[config.mk]
export PLATFORM = sky130hd
export DESIGN_NAME = encoder_period_speed_meter
export DESIGN_NICKNAME = d
export VERILOG_FILES = /design/src/epsm_pkg.sv /design/src/encoder_period_speed_meter.sv
export SDC_FILE = /design/constraint.sdc
export NUM_CORES = 1
export LEC_CHECK = 0
export ABC_AREA = 0
export BUFFER_PORTS_ARGS = -buffer_cell sky130_fd_sc_hd__buf_2
export CORE_MARGIN = 5
export CORE_UTILIZATION = 30
export DETAILED_ROUTE_END_ITERATION = 6
export PLACE_DENSITY = 0.52
export SLEW_MARGIN = 20
export SYNTH_ARGS = -nofsm -noshare
export SYNTH_HDL_FRONTEND = slang
export SYNTH_SLANG_ARGS = --single-unit
export TNS_END_PERCENT = 5
[constraint.sdc]
create_clock -name clk -period 6.35 [get_ports clk]
set_input_delay 0.9525 -clock clk [delete_from_list [all_inputs] [get_ports clk]]
set_output_delay 0.9525 -clock clk [all_outputs]
set_load 0.01 [all_outputs]
[src/epsm_pkg.sv]
// Shared widths, register map, reset values and sequencer codes for the
// encoder period speed meter. No dependencies.
package epsm_pkg;

  localparam int WP_W   = 9;
  localparam int TR_W   = 24;
  localparam int PPR_W  = 16;
  localparam int CNT_W  = 8;
  localparam int WRAP_W = 24;
  localparam int OUT_W  = 32;
  localparam int BASE_W = 33;
  localparam int DIVR_W = 48;

  localparam logic [WP_W-1:0]  WP_RST  = 9'd250;
  localparam logic [TR_W-1:0]  TR_RST  = 24'd250000;
  localparam logic [PPR_W-1:0] PPR_RST = 16'd622;

  localparam logic [1:0] REG_WRAP_PERIOD    = 2'd0;
  localparam logic [1:0] REG_TICK_RATE      = 2'd1;
  localparam logic [1:0] REG_PULSES_PER_REV = 2'd2;

  localparam logic OP_TICK = 1'b0;
  localparam logic OP_EDGE = 1'b1;

  localparam logic [2:0] ST_IDLE = 3'd0;
  localparam logic [2:0] ST_MUL1 = 3'd1;
  localparam logic [2:0] ST_SUB  = 3'd2;
  localparam logic [2:0] ST_MUL2 = 3'd3;
  localparam logic [2:0] ST_DIV  = 3'd4;
  localparam logic [2:0] ST_DONE = 3'd5;

  localparam logic [4:0] MUL1_LAST = 5'd8;
  localparam logic [4:0] MUL2_LAST = 5'd15;
  localparam logic [4:0] DIV_LAST  = 5'd31;

  localparam logic [WRAP_W-1:0] WRAPS_MAX = {WRAP_W{1'b1}};
  localparam logic [OUT_W-1:0]  SAT_MAX   = {OUT_W{1'b1}};

endpackage

[src/encoder_period_speed_meter.sv]
// Encoder period speed meter: interval from timer wraps and counts, then speed by
// bit-serial multiply and restoring divide. Depends on epsm_pkg.
//
//   channel  direction  payload
//   in_      slave      tuser[0] operation; tdata[7:0] count_value
//   out_     master     tdata[31:0] interval_ticks, [63:32] speed_q8; tuser[0] zero_interval
//   cfg_     APB        0x0 wrap_period, 0x4 tick_rate, 0x8 pulses_per_rev
//
// A tick beat only advances the saturating wrap count. An edge beat holds the datapath
// after its accept: the wraps*wrap_period shift-add, the subtract, the pulses*interval
// shift-add, the restoring divide and the load of the output register run in turn,
// and no new beat is taken until they are done. A zero or negative interval, or a
// zero pulses_per_rev, skips the multiply and divide and goes straight to the output
// load. The output register loads only when it is empty or being drained; otherwise
// the finished result waits and in_tready stays low. rst_n is synchronous and
// active low and restores the register reset values.
module encoder_period_speed_meter
  import epsm_pkg::*;
(
  input  logic        clk,
  input  logic        rst_n,
  input  logic        in_tvalid,
  output logic        in_tready,
  input  logic [7:0]  in_tdata,     // [7:0] count_value
  input  logic [0:0]  in_tuser,     // [0] operation
  output logic        out_tvalid,
  input  logic        out_tready,
  output logic [63:0] out_tdata,    // [31:0] interval_ticks, [63:32] speed_q8
  output logic [0:0]  out_tuser,    // [0] zero_interval
  input  logic        cfg_psel,
  input  logic        cfg_penable,
  input  logic        cfg_pwrite,
  input  logic [3:0]  cfg_paddr,
  input  logic [31:0] cfg_pwdata,
  output logic [31:0] cfg_prdata,
  output logic        cfg_pready
);

  logic [WP_W-1:0]   wp_r;
  logic [TR_W-1:0]   tr_r;
  logic [PPR_W-1:0]  ppr_r;
  logic [CNT_W-1:0]  prev_r, prev_nxt;
  logic [WRAP_W-1:0] wraps_r, wraps_nxt;
  logic [2:0]        state_r, state_nxt;
  logic [4:0]        step_r, step_nxt;
  logic              ovalid_r, ovalid_nxt;

  logic [CNT_W-1:0]  oprev_r, oprev_nxt;
  logic [DIVR_W-1:0] acc_r, acc_nxt;
  logic [DIVR_W-1:0] mcand_r, mcand_nxt;
  logic [PPR_W-1:0]  mplr_r, mplr_nxt;
  logic [OUT_W-1:0]  rem_r, rem_nxt;
  logic [OUT_W-1:0]  quo_r, quo_nxt;
  logic [OUT_W-1:0]  ivl_r, ivl_nxt;
  logic              zf_r, zf_nxt;
  logic [OUT_W-1:0]  oivl_r, oivl_nxt;
  logic [OUT_W-1:0]  ospd_r, ospd_nxt;
  logic              ozf_r, ozf_nxt;

  logic              in_acc, cfg_wr;
  logic [BASE_W-1:0] diff;
  logic [BASE_W:0]   rem_sh;
  logic              rem_ge;
  logic [BASE_W:0]   rem_sub;

  assign in_tready  = (state_r == ST_IDLE);
  assign in_acc     = in_tvalid && in_tready;
  assign cfg_pready = 1'b1;
  assign cfg_wr     = cfg_psel && cfg_penable && cfg_pwrite && cfg_pready;

  assign out_tvalid = ovalid_r;
  assign out_tdata  = {ospd_r, oivl_r};
  assign out_tuser  = ozf_r;

  always_comb begin
    case (cfg_paddr[3:2])
      REG_WRAP_PERIOD:    cfg_prdata = {{(32-WP_W){1'b0}}, wp_r};
      REG_TICK_RATE:      cfg_prdata = {{(32-TR_W){1'b0}}, tr_r};
      REG_PULSES_PER_REV: cfg_prdata = {{(32-PPR_W){1'b0}}, ppr_r};
      default:            cfg_prdata = 32'd0;
    endcase
  end

  assign diff    = acc_r[BASE_W-1:0] - {{(BASE_W-CNT_W){1'b0}}, oprev_r};
  // One restoring step: the remainder never exceeds the 32-bit dividend.
  assign rem_sh  = {1'b0, rem_r, quo_r[OUT_W-1]};
  assign rem_ge  = {{(DIVR_W-BASE_W){1'b0}}, rem_sh} >= {1'b0, acc_r};
  assign rem_sub = rem_sh - acc_r[BASE_W:0];

  always_comb begin
    state_nxt  = state_r;
    step_nxt   = step_r;
    ovalid_nxt = ovalid_r;
    prev_nxt   = prev_r;
    wraps_nxt  = wraps_r;
    oprev_nxt  = oprev_r;
    acc_nxt    = acc_r;
    mcand_nxt  = mcand_r;
    mplr_nxt   = mplr_r;
    rem_nxt    = rem_r;
    quo_nxt    = quo_r;
    ivl_nxt    = ivl_r;
    zf_nxt     = zf_r;
    oivl_nxt   = oivl_r;
    ospd_nxt   = ospd_r;
    ozf_nxt    = ozf_r;

    if (ovalid_r && out_tready) begin
      ovalid_nxt = 1'b0;
    end

    case (state_r)
      ST_IDLE: begin
        if (in_acc) begin
          if (in_tuser[0] == OP_TICK) begin
            if (wraps_r != WRAPS_MAX) begin
              wraps_nxt = wraps_r + 1'b1;
            end
          end else begin
            oprev_nxt = prev_r;
            prev_nxt  = in_tdata[CNT_W-1:0];
            wraps_nxt = '0;
            acc_nxt   = {{(DIVR_W-CNT_W){1'b0}}, in_tdata[CNT_W-1:0]};
            mcand_nxt = {{(DIVR_W-WRAP_W){1'b0}}, wraps_r};
            mplr_nxt  = {{(PPR_W-WP_W){1'b0}}, wp_r};
            step_nxt  = '0;
            state_nxt = ST_MUL1;
          end
        end
      end
      ST_MUL1, ST_MUL2: begin
        if (mplr_r[0]) begin
          acc_nxt = acc_r + mcand_r;
        end
        mcand_nxt = {mcand_r[DIVR_W-2:0], 1'b0};
        mplr_nxt  = {1'b0, mplr_r[PPR_W-1:1]};
        step_nxt  = step_r + 1'b1;
        if (state_r == ST_MUL1 && step_r == MUL1_LAST) begin
          state_nxt = ST_SUB;
        end else if (state_r == ST_MUL2 && step_r == MUL2_LAST) begin
          rem_nxt   = '0;
          quo_nxt   = {tr_r, 8'd0};
          step_nxt  = '0;
          state_nxt = ST_DIV;
        end
      end
      ST_SUB: begin
        if (acc_r[BASE_W-1:0] <= {{(BASE_W-CNT_W){1'b0}}, oprev_r}) begin
          ivl_nxt   = '0;
          quo_nxt   = SAT_MAX;
          zf_nxt    = 1'b1;
          state_nxt = ST_DONE;
        end else begin
          ivl_nxt = diff[BASE_W-1] ? SAT_MAX : diff[OUT_W-1:0];
          zf_nxt  = 1'b0;
          if (ppr_r == '0) begin
            quo_nxt   = SAT_MAX;
            state_nxt = ST_DONE;
          end else begin
            acc_nxt   = '0;
            mcand_nxt = {{(DIVR_W-OUT_W){1'b0}},
                         (diff[BASE_W-1] ? SAT_MAX : diff[OUT_W-1:0])};
            mplr_nxt  = ppr_r;
            step_nxt  = '0;
            state_nxt = ST_MUL2;
          end
        end
      end
      ST_DIV: begin
        rem_nxt  = rem_ge ? rem_sub[OUT_W-1:0] : rem_sh[OUT_W-1:0];
        quo_nxt  = {quo_r[OUT_W-2:0], rem_ge};
        step_nxt = step_r + 1'b1;
        if (step_r == DIV_LAST) begin
          state_nxt = ST_DONE;
        end
      end
      ST_DONE: begin
        if (!ovalid_r || out_tready) begin
          ovalid_nxt = 1'b1;
          oivl_nxt   = ivl_r;
          ospd_nxt   = quo_r;
          ozf_nxt    = zf_r;
          state_nxt  = ST_IDLE;
        end
      end
      default: begin
        state_nxt = ST_IDLE;
      end
    endcase
  end

  always_ff @(posedge clk) begin
    if (!rst_n) begin
      state_r  <= ST_IDLE;
      step_r   <= '0;
      ovalid_r <= 1'b0;
      prev_r   <= '0;
      wraps_r  <= '0;
      wp_r     <= WP_RST;
      tr_r     <= TR_RST;
      ppr_r    <= PPR_RST;
    end else begin
      state_r  <= state_nxt;
      step_r   <= step_nxt;
      ovalid_r <= ovalid_nxt;
      prev_r   <= prev_nxt;
      wraps_r  <= wraps_nxt;
      if (cfg_wr) begin
        case (cfg_paddr[3:2])
          REG_WRAP_PERIOD:    wp_r  <= cfg_pwdata[WP_W-1:0];
          REG_TICK_RATE:      tr_r  <= cfg_pwdata[TR_W-1:0];
          REG_PULSES_PER_REV: ppr_r <= cfg_pwdata[PPR_W-1:0];
          default: begin
          end
        endcase
      end
    end
  end

  always_ff @(posedge clk) begin
    oprev_r <= oprev_nxt;
    acc_r   <= acc_nxt;
    mcand_r <= mcand_nxt;
    mplr_r  <= mplr_nxt;
    rem_r   <= rem_nxt;
    quo_r   <= quo_nxt;
    ivl_r   <= ivl_nxt;
    zf_r    <= zf_nxt;
    oivl_r  <= oivl_nxt;
    ospd_r  <= ospd_nxt;
    ozf_r   <= ozf_nxt;
  end

endmodule

### After elaboration in Yosys (flattened, before gate mapping)

Cells that the tools add are included.

* word-level logic and storage cells: 126
* bits in registers: 372
* bits of input ports: 52
* output and inout port bits: 100

* add/sub/neg operators: 5
* magnitude comparators: 2
* equality and inequality tests: 22
* reduce and logical (&&, ||, !) cells: 29
* multiplexer cells: 49

Operators by type and width (count)
* two-way mux 48 bit: 9
* case mux 48 bit (3 select lines): 2
* two-way mux 32 bit: 8
* case mux 32 bit (3 select lines): 1
* case mux 24 bit (3 select lines): 1
* two-way mux 16 bit: 4
* case mux 32 bit (2 select lines): 1
* adder 48 bit: 1
* greater-or-equal comparator 33 x 48 -> 1 bit: 1
* two-way mux 24 bit: 2
* case mux 16 bit (3 select lines): 1
* less-or-equal comparator 33 x 8 -> 1 bit: 1
* subtractor 33 x 8 -> 33 bit: 1
* subtractor 32 bit: 1
* two-way mux 5 bit: 6
* adder 24 x 1 -> 24 bit (second input constant): 1
* two-way mux 3 bit: 8
* != test 24 bit (second input constant): 1
* case mux 5 bit (4 select lines): 1
* logical NOT 16 bit: 1
* case mux 3 bit (5 select lines): 1
* AND reduction 5 bit: 3
* != test 2 bit (second input constant): 7
* == test 5 x 4 -> 1 bit (second input constant): 2
* 23 further kinds: 42

### Depth between registers and ports, before layout

* depth after elaboration: 5
* gate-level depth with buffers: 14

### Least setup slack after synthesis

No wires, ideal clock.

* path kind: register to register
* start point: register acc_r[1]
* end point: register acc_r[0] (enable)
* stages on the path, launching flop included: 10
* data required time: 5.880 ns
* arrival: 4.301 ns
* setup slack: 1.580 ns
* path through: edfxtp_1 -> ha_1 -> nor2b_1 -> o21a_1 -> o21ai_0 -> a21oi_1 -> o21ai_0 -> a31oi_1 -> o21ai_0 -> a21oi_1

* longest elaborated chain between the ends: 3

RTL lines
* start, declared: RTL line encoder_period_speed_meter.sv:49 `logic [DIVR_W-1:0] acc_r, acc_nxt;`
* start signal, assigned: RTL line encoder_period_speed_meter.sv:222 `acc_r <= acc_nxt;`
* less-or-equal comparator 33 x 8 -> 1 bit: RTL line encoder_period_speed_meter.sv:148 `if (acc_r[BASE_W-1:0] <= {{(BASE_W-CNT_W){1'b0}}, oprev_r}) begin`
* != test 2 bit (no source line)
* AND reduction 6 bit (no source line)

No other way between the ends.
A chain may end at the register's enable or synchronous reset.

### Worst setup path after layout

* start point: register acc_r[1]
* end point: register acc_r[28] (enable)

The elaborated chain is that of the path after synthesis.

==> flow_summary.json <==
{
  "status": "finished, final reports clean",
  "synthArstFlopShare": 0,
  "hp-start": "ivl_r[15]",
  "setup_viol": 0,
  "synth_cell_type_count": 83,
  "h-tree-depth": 2,
  "grt_use_total": 0.150,
  "area_growth_pct": 14.7,
  "core-area_sq_mm": 0.0670,
  "io_buffers": 132,
  "syn_avg_cell_area_sq_um": 10.1,
  "yosysTopAreaCellShare": 0.418,
  "reg2regPathDepth": 10,
  "io_pins": 152,
  "swShare": 0.318,
  "peakVddDrop_v": 0.000172,
  "wl_per_cell_microns": 18.7,
  "placed_cells": 2940,
  "clk_latency_ns": 0.57,
  "setup_ws_ns": 1.71,
  "path_max_fanout": 32,
  "synth_ff_type": "edfxtp_1",
  "p_int_mw": 5.06,
  "r2r_slack_ns": 1.71,
  "fp.dieArea_sq_mm": 0.0728,
  "cp-end-kind": "flop",
  "seqPwrFrac": 0.402,
  "finalCriticalPeriod_ns": 4.64,
  "crit_path_frequent_cell": "o21ai_0",
  "fin_nets": 2262,
  "die_w_microns": 270,
  "critPathArrivalTime_ns": 4.83,
  "cts_hold_buf": 0,
  "synth_area_sq_mm": 0.0202,
  "crit_required_ns": 6.55,
  "num_rows": 95,
  "vias": 15411,
  "cts_made_buffers": 43,
  "dpl_worst_slack_ns": 1.78,
  "hold_path.class": "flop to flop",
  "synth-seq-cells": 372,
  "hold_viol_final": 0,
  "dp_hpwl_mm": 41.2,
  "power_switching_mw": 2.36,
  "cap_violations": 0,
  "routed_wirelength_mm": 56.6,
  "cp_top_family": "compound AO/OA/AOI/OAI gates",
  "clockRootBuffer": "clkbuf_16",
  "setup.worst_path.start_class": "flop",
  "grt_pass1_vias": 15253,
  "cts_setup_buffers": 0,
  "power.density_mw_per_mm2": 320,
  "total_power_mw": 7.42,
  "cts_resized": 0,
  "gp_congestion": 0.918,
  "hold_path_depth": 0,
  "drcViolationCount": 0,
  "finalCritPeriodShare": 0.731,
  "pwr-share-clk": 0.335,
  "synth_cells": 2012,
  "antenna_found_initial": 5,
  "grt_pass1_wl_mm": 88.1,
  "critPathKind": "flop to flop",
  "fin_tns_setup_ns": 0,
  "path_buf_inv": 1,
  "tightest_slew_ns": 1.01,
  "slowest_delay_ns": 0.68,
  "cts.sinks": 372,
  "final_cell_mix": "edfxtp_1 (282), nand2_1 (275), nor2_1 (166)",
  "synth_area_leaders": "edfxtp_1 (42%), dfxtp_1 (8.9%), ha_1 (5.7%)",
  "floorplan.initialDensity": 0.302,
  "timing.rr.start": "acc_r[1]",
  "via_per_inst": 5.10,
  "ys_seq_area_frac": 0.507,
  "antenna_left": 0,
  "grt_overflow": 0,
  "drt_first_pass_iters": 5,
  "cts_buffer_depth": 3,
  "drt-initial-drc-count": 1059,
  "dieHeight_microns": 270,
  "clock-skew-final_ns": 0.0267,
  "worstPathCellList": "ha_1, nor2b_1, o21a_1, o21ai_0, a21oi_1, o21ai_0, a31oi_1, o21ai_0, a21oi_4, buf_4",
  "r2r_end": "acc_r[28]",
  "max-slew-margin-rel": 0.319,
  "yosys.area.top_type": "edfxtp_1",
  "pwr-share-comb": 0.263,
  "timing.fmax_mhz": 216,
  "stdcell_count": 3022,
  "cts_tree": "done",
  "layout_commonest_cell": "edfxtp_1",
  "final_max_slew_viol_count": 0,
  "cts.clk_slew.worst_paths_ns": 0.06,
  "layout-drive-gt1-share": 0.119,
  "hold_path_end": "oivl_r[15]",
  "hold_slack_ns": 0.417,
  "ys_warn_count": 0,
  "rsz0062_at_grt": "no",
  "leakage_nw": 8.78,
  "cpMaxStageDelayCell": "a31oi_1",
  "grt_max_degree": 65,
  "synth_edf_count": 282
}
-- flip-flops by register name, summed over array words and instances (netlist names), 3 cells and up --
signal,count
acc_r,48
mcand_r,48
ivl_r,32
oivl_r,32
ospd_r,32
quo_r,32
rem_r,32
tr_r,24
wraps_r,24
mplr_r,16
ppr_r,16
wp_r,9
oprev_r,8
prev_r,8
step_r,5
state_r,3
-- worst max-delay path by stage --
stage              from        end  slack, ns  cells past startpoint
6_report       acc_r[1]  acc_r[28]       1.71                     10
2_1_floorplan  acc_r[1]   acc_r[0]       1.58                      9
3_3_place_gp   acc_r[1]   acc_r[1]       1.80                     10
4_1_cts        acc_r[1]  acc_r[16]       1.75                     10
3_5_place_dp   acc_r[1]   acc_r[1]       1.78                     10
5_1_grt        acc_r[1]  acc_r[24]       1.45                     10
-- layout make-up --
class	instances	area, sq um
inverter	73	274
clock buffer	63	1200
tap	873	1090
sequential	372	10300
antenna	1	2.50
timing repair buffer	154	858
multi-input combinational	1470	9310
fill	6833	43800
clock inverter	16	209
-- kinds of logic (layout without fill, tap and decap cells) --
logic type,after synthesis,after routing,synth area share
xor+xnor,109,109,0.0479
flops,372,372,0.507
other cells,2,10,0.000371
mux,38,38,0.0189
simple gates,724,724,0.168
buf+inv,177,306,0.0378
compound gates,494,494,0.159
fa+ha+maj,96,96,0.0604
-- layer usage --
| metal | global-route usage | vias up | routed length [microns] |
|---|---|---|---|
| li1 | - | 7492 | - |
| met5 | 0 | - | 37 |
| met2 | 0.251 | 362 | 26800 |
| met3 | 0.0212 | 99 | 2600 |
| met1 | 0.197 | 7454 | 25200 |
| met4 | 0.0558 | 4 | 1940 |
-- through the flow --
stage               utilization  area [sq um]
floorplan                     -         20300
global placement          0.325         21800
detailed placement        0.325         21800
CTS                       0.346         23200
global route              0.346         23200
finish                    0.346         23200
-- synth_stat cells, types with 41 or more instances --
cell type	count
ha_1	93
a21o_1	44
nor2_1	169
a21oi_1	126
a21boi_0	41
nand3_1	66
dfxtp_1	90
edfxtp_1	282
inv_1	71
o21ai_0	104
nand2_1	276
clkbuf_1	69
xnor2_1	69
-- power groups by stage --
stage / registers [mW] / logic (mW) / clock network, mW
after floorplan: 2.98 / 1.47 / 0
after global placement: 3.03 / 1.92 / 0
after detailed placement: 3.03 / 1.94 / 0
after CTS: 2.98 / 1.95 / 2.56
after global routing: 3.00 / 2.17 / 2.65
final: 2.98 / 1.95 / 2.48
Note: power is estimated with default switching activity, not from simulation.
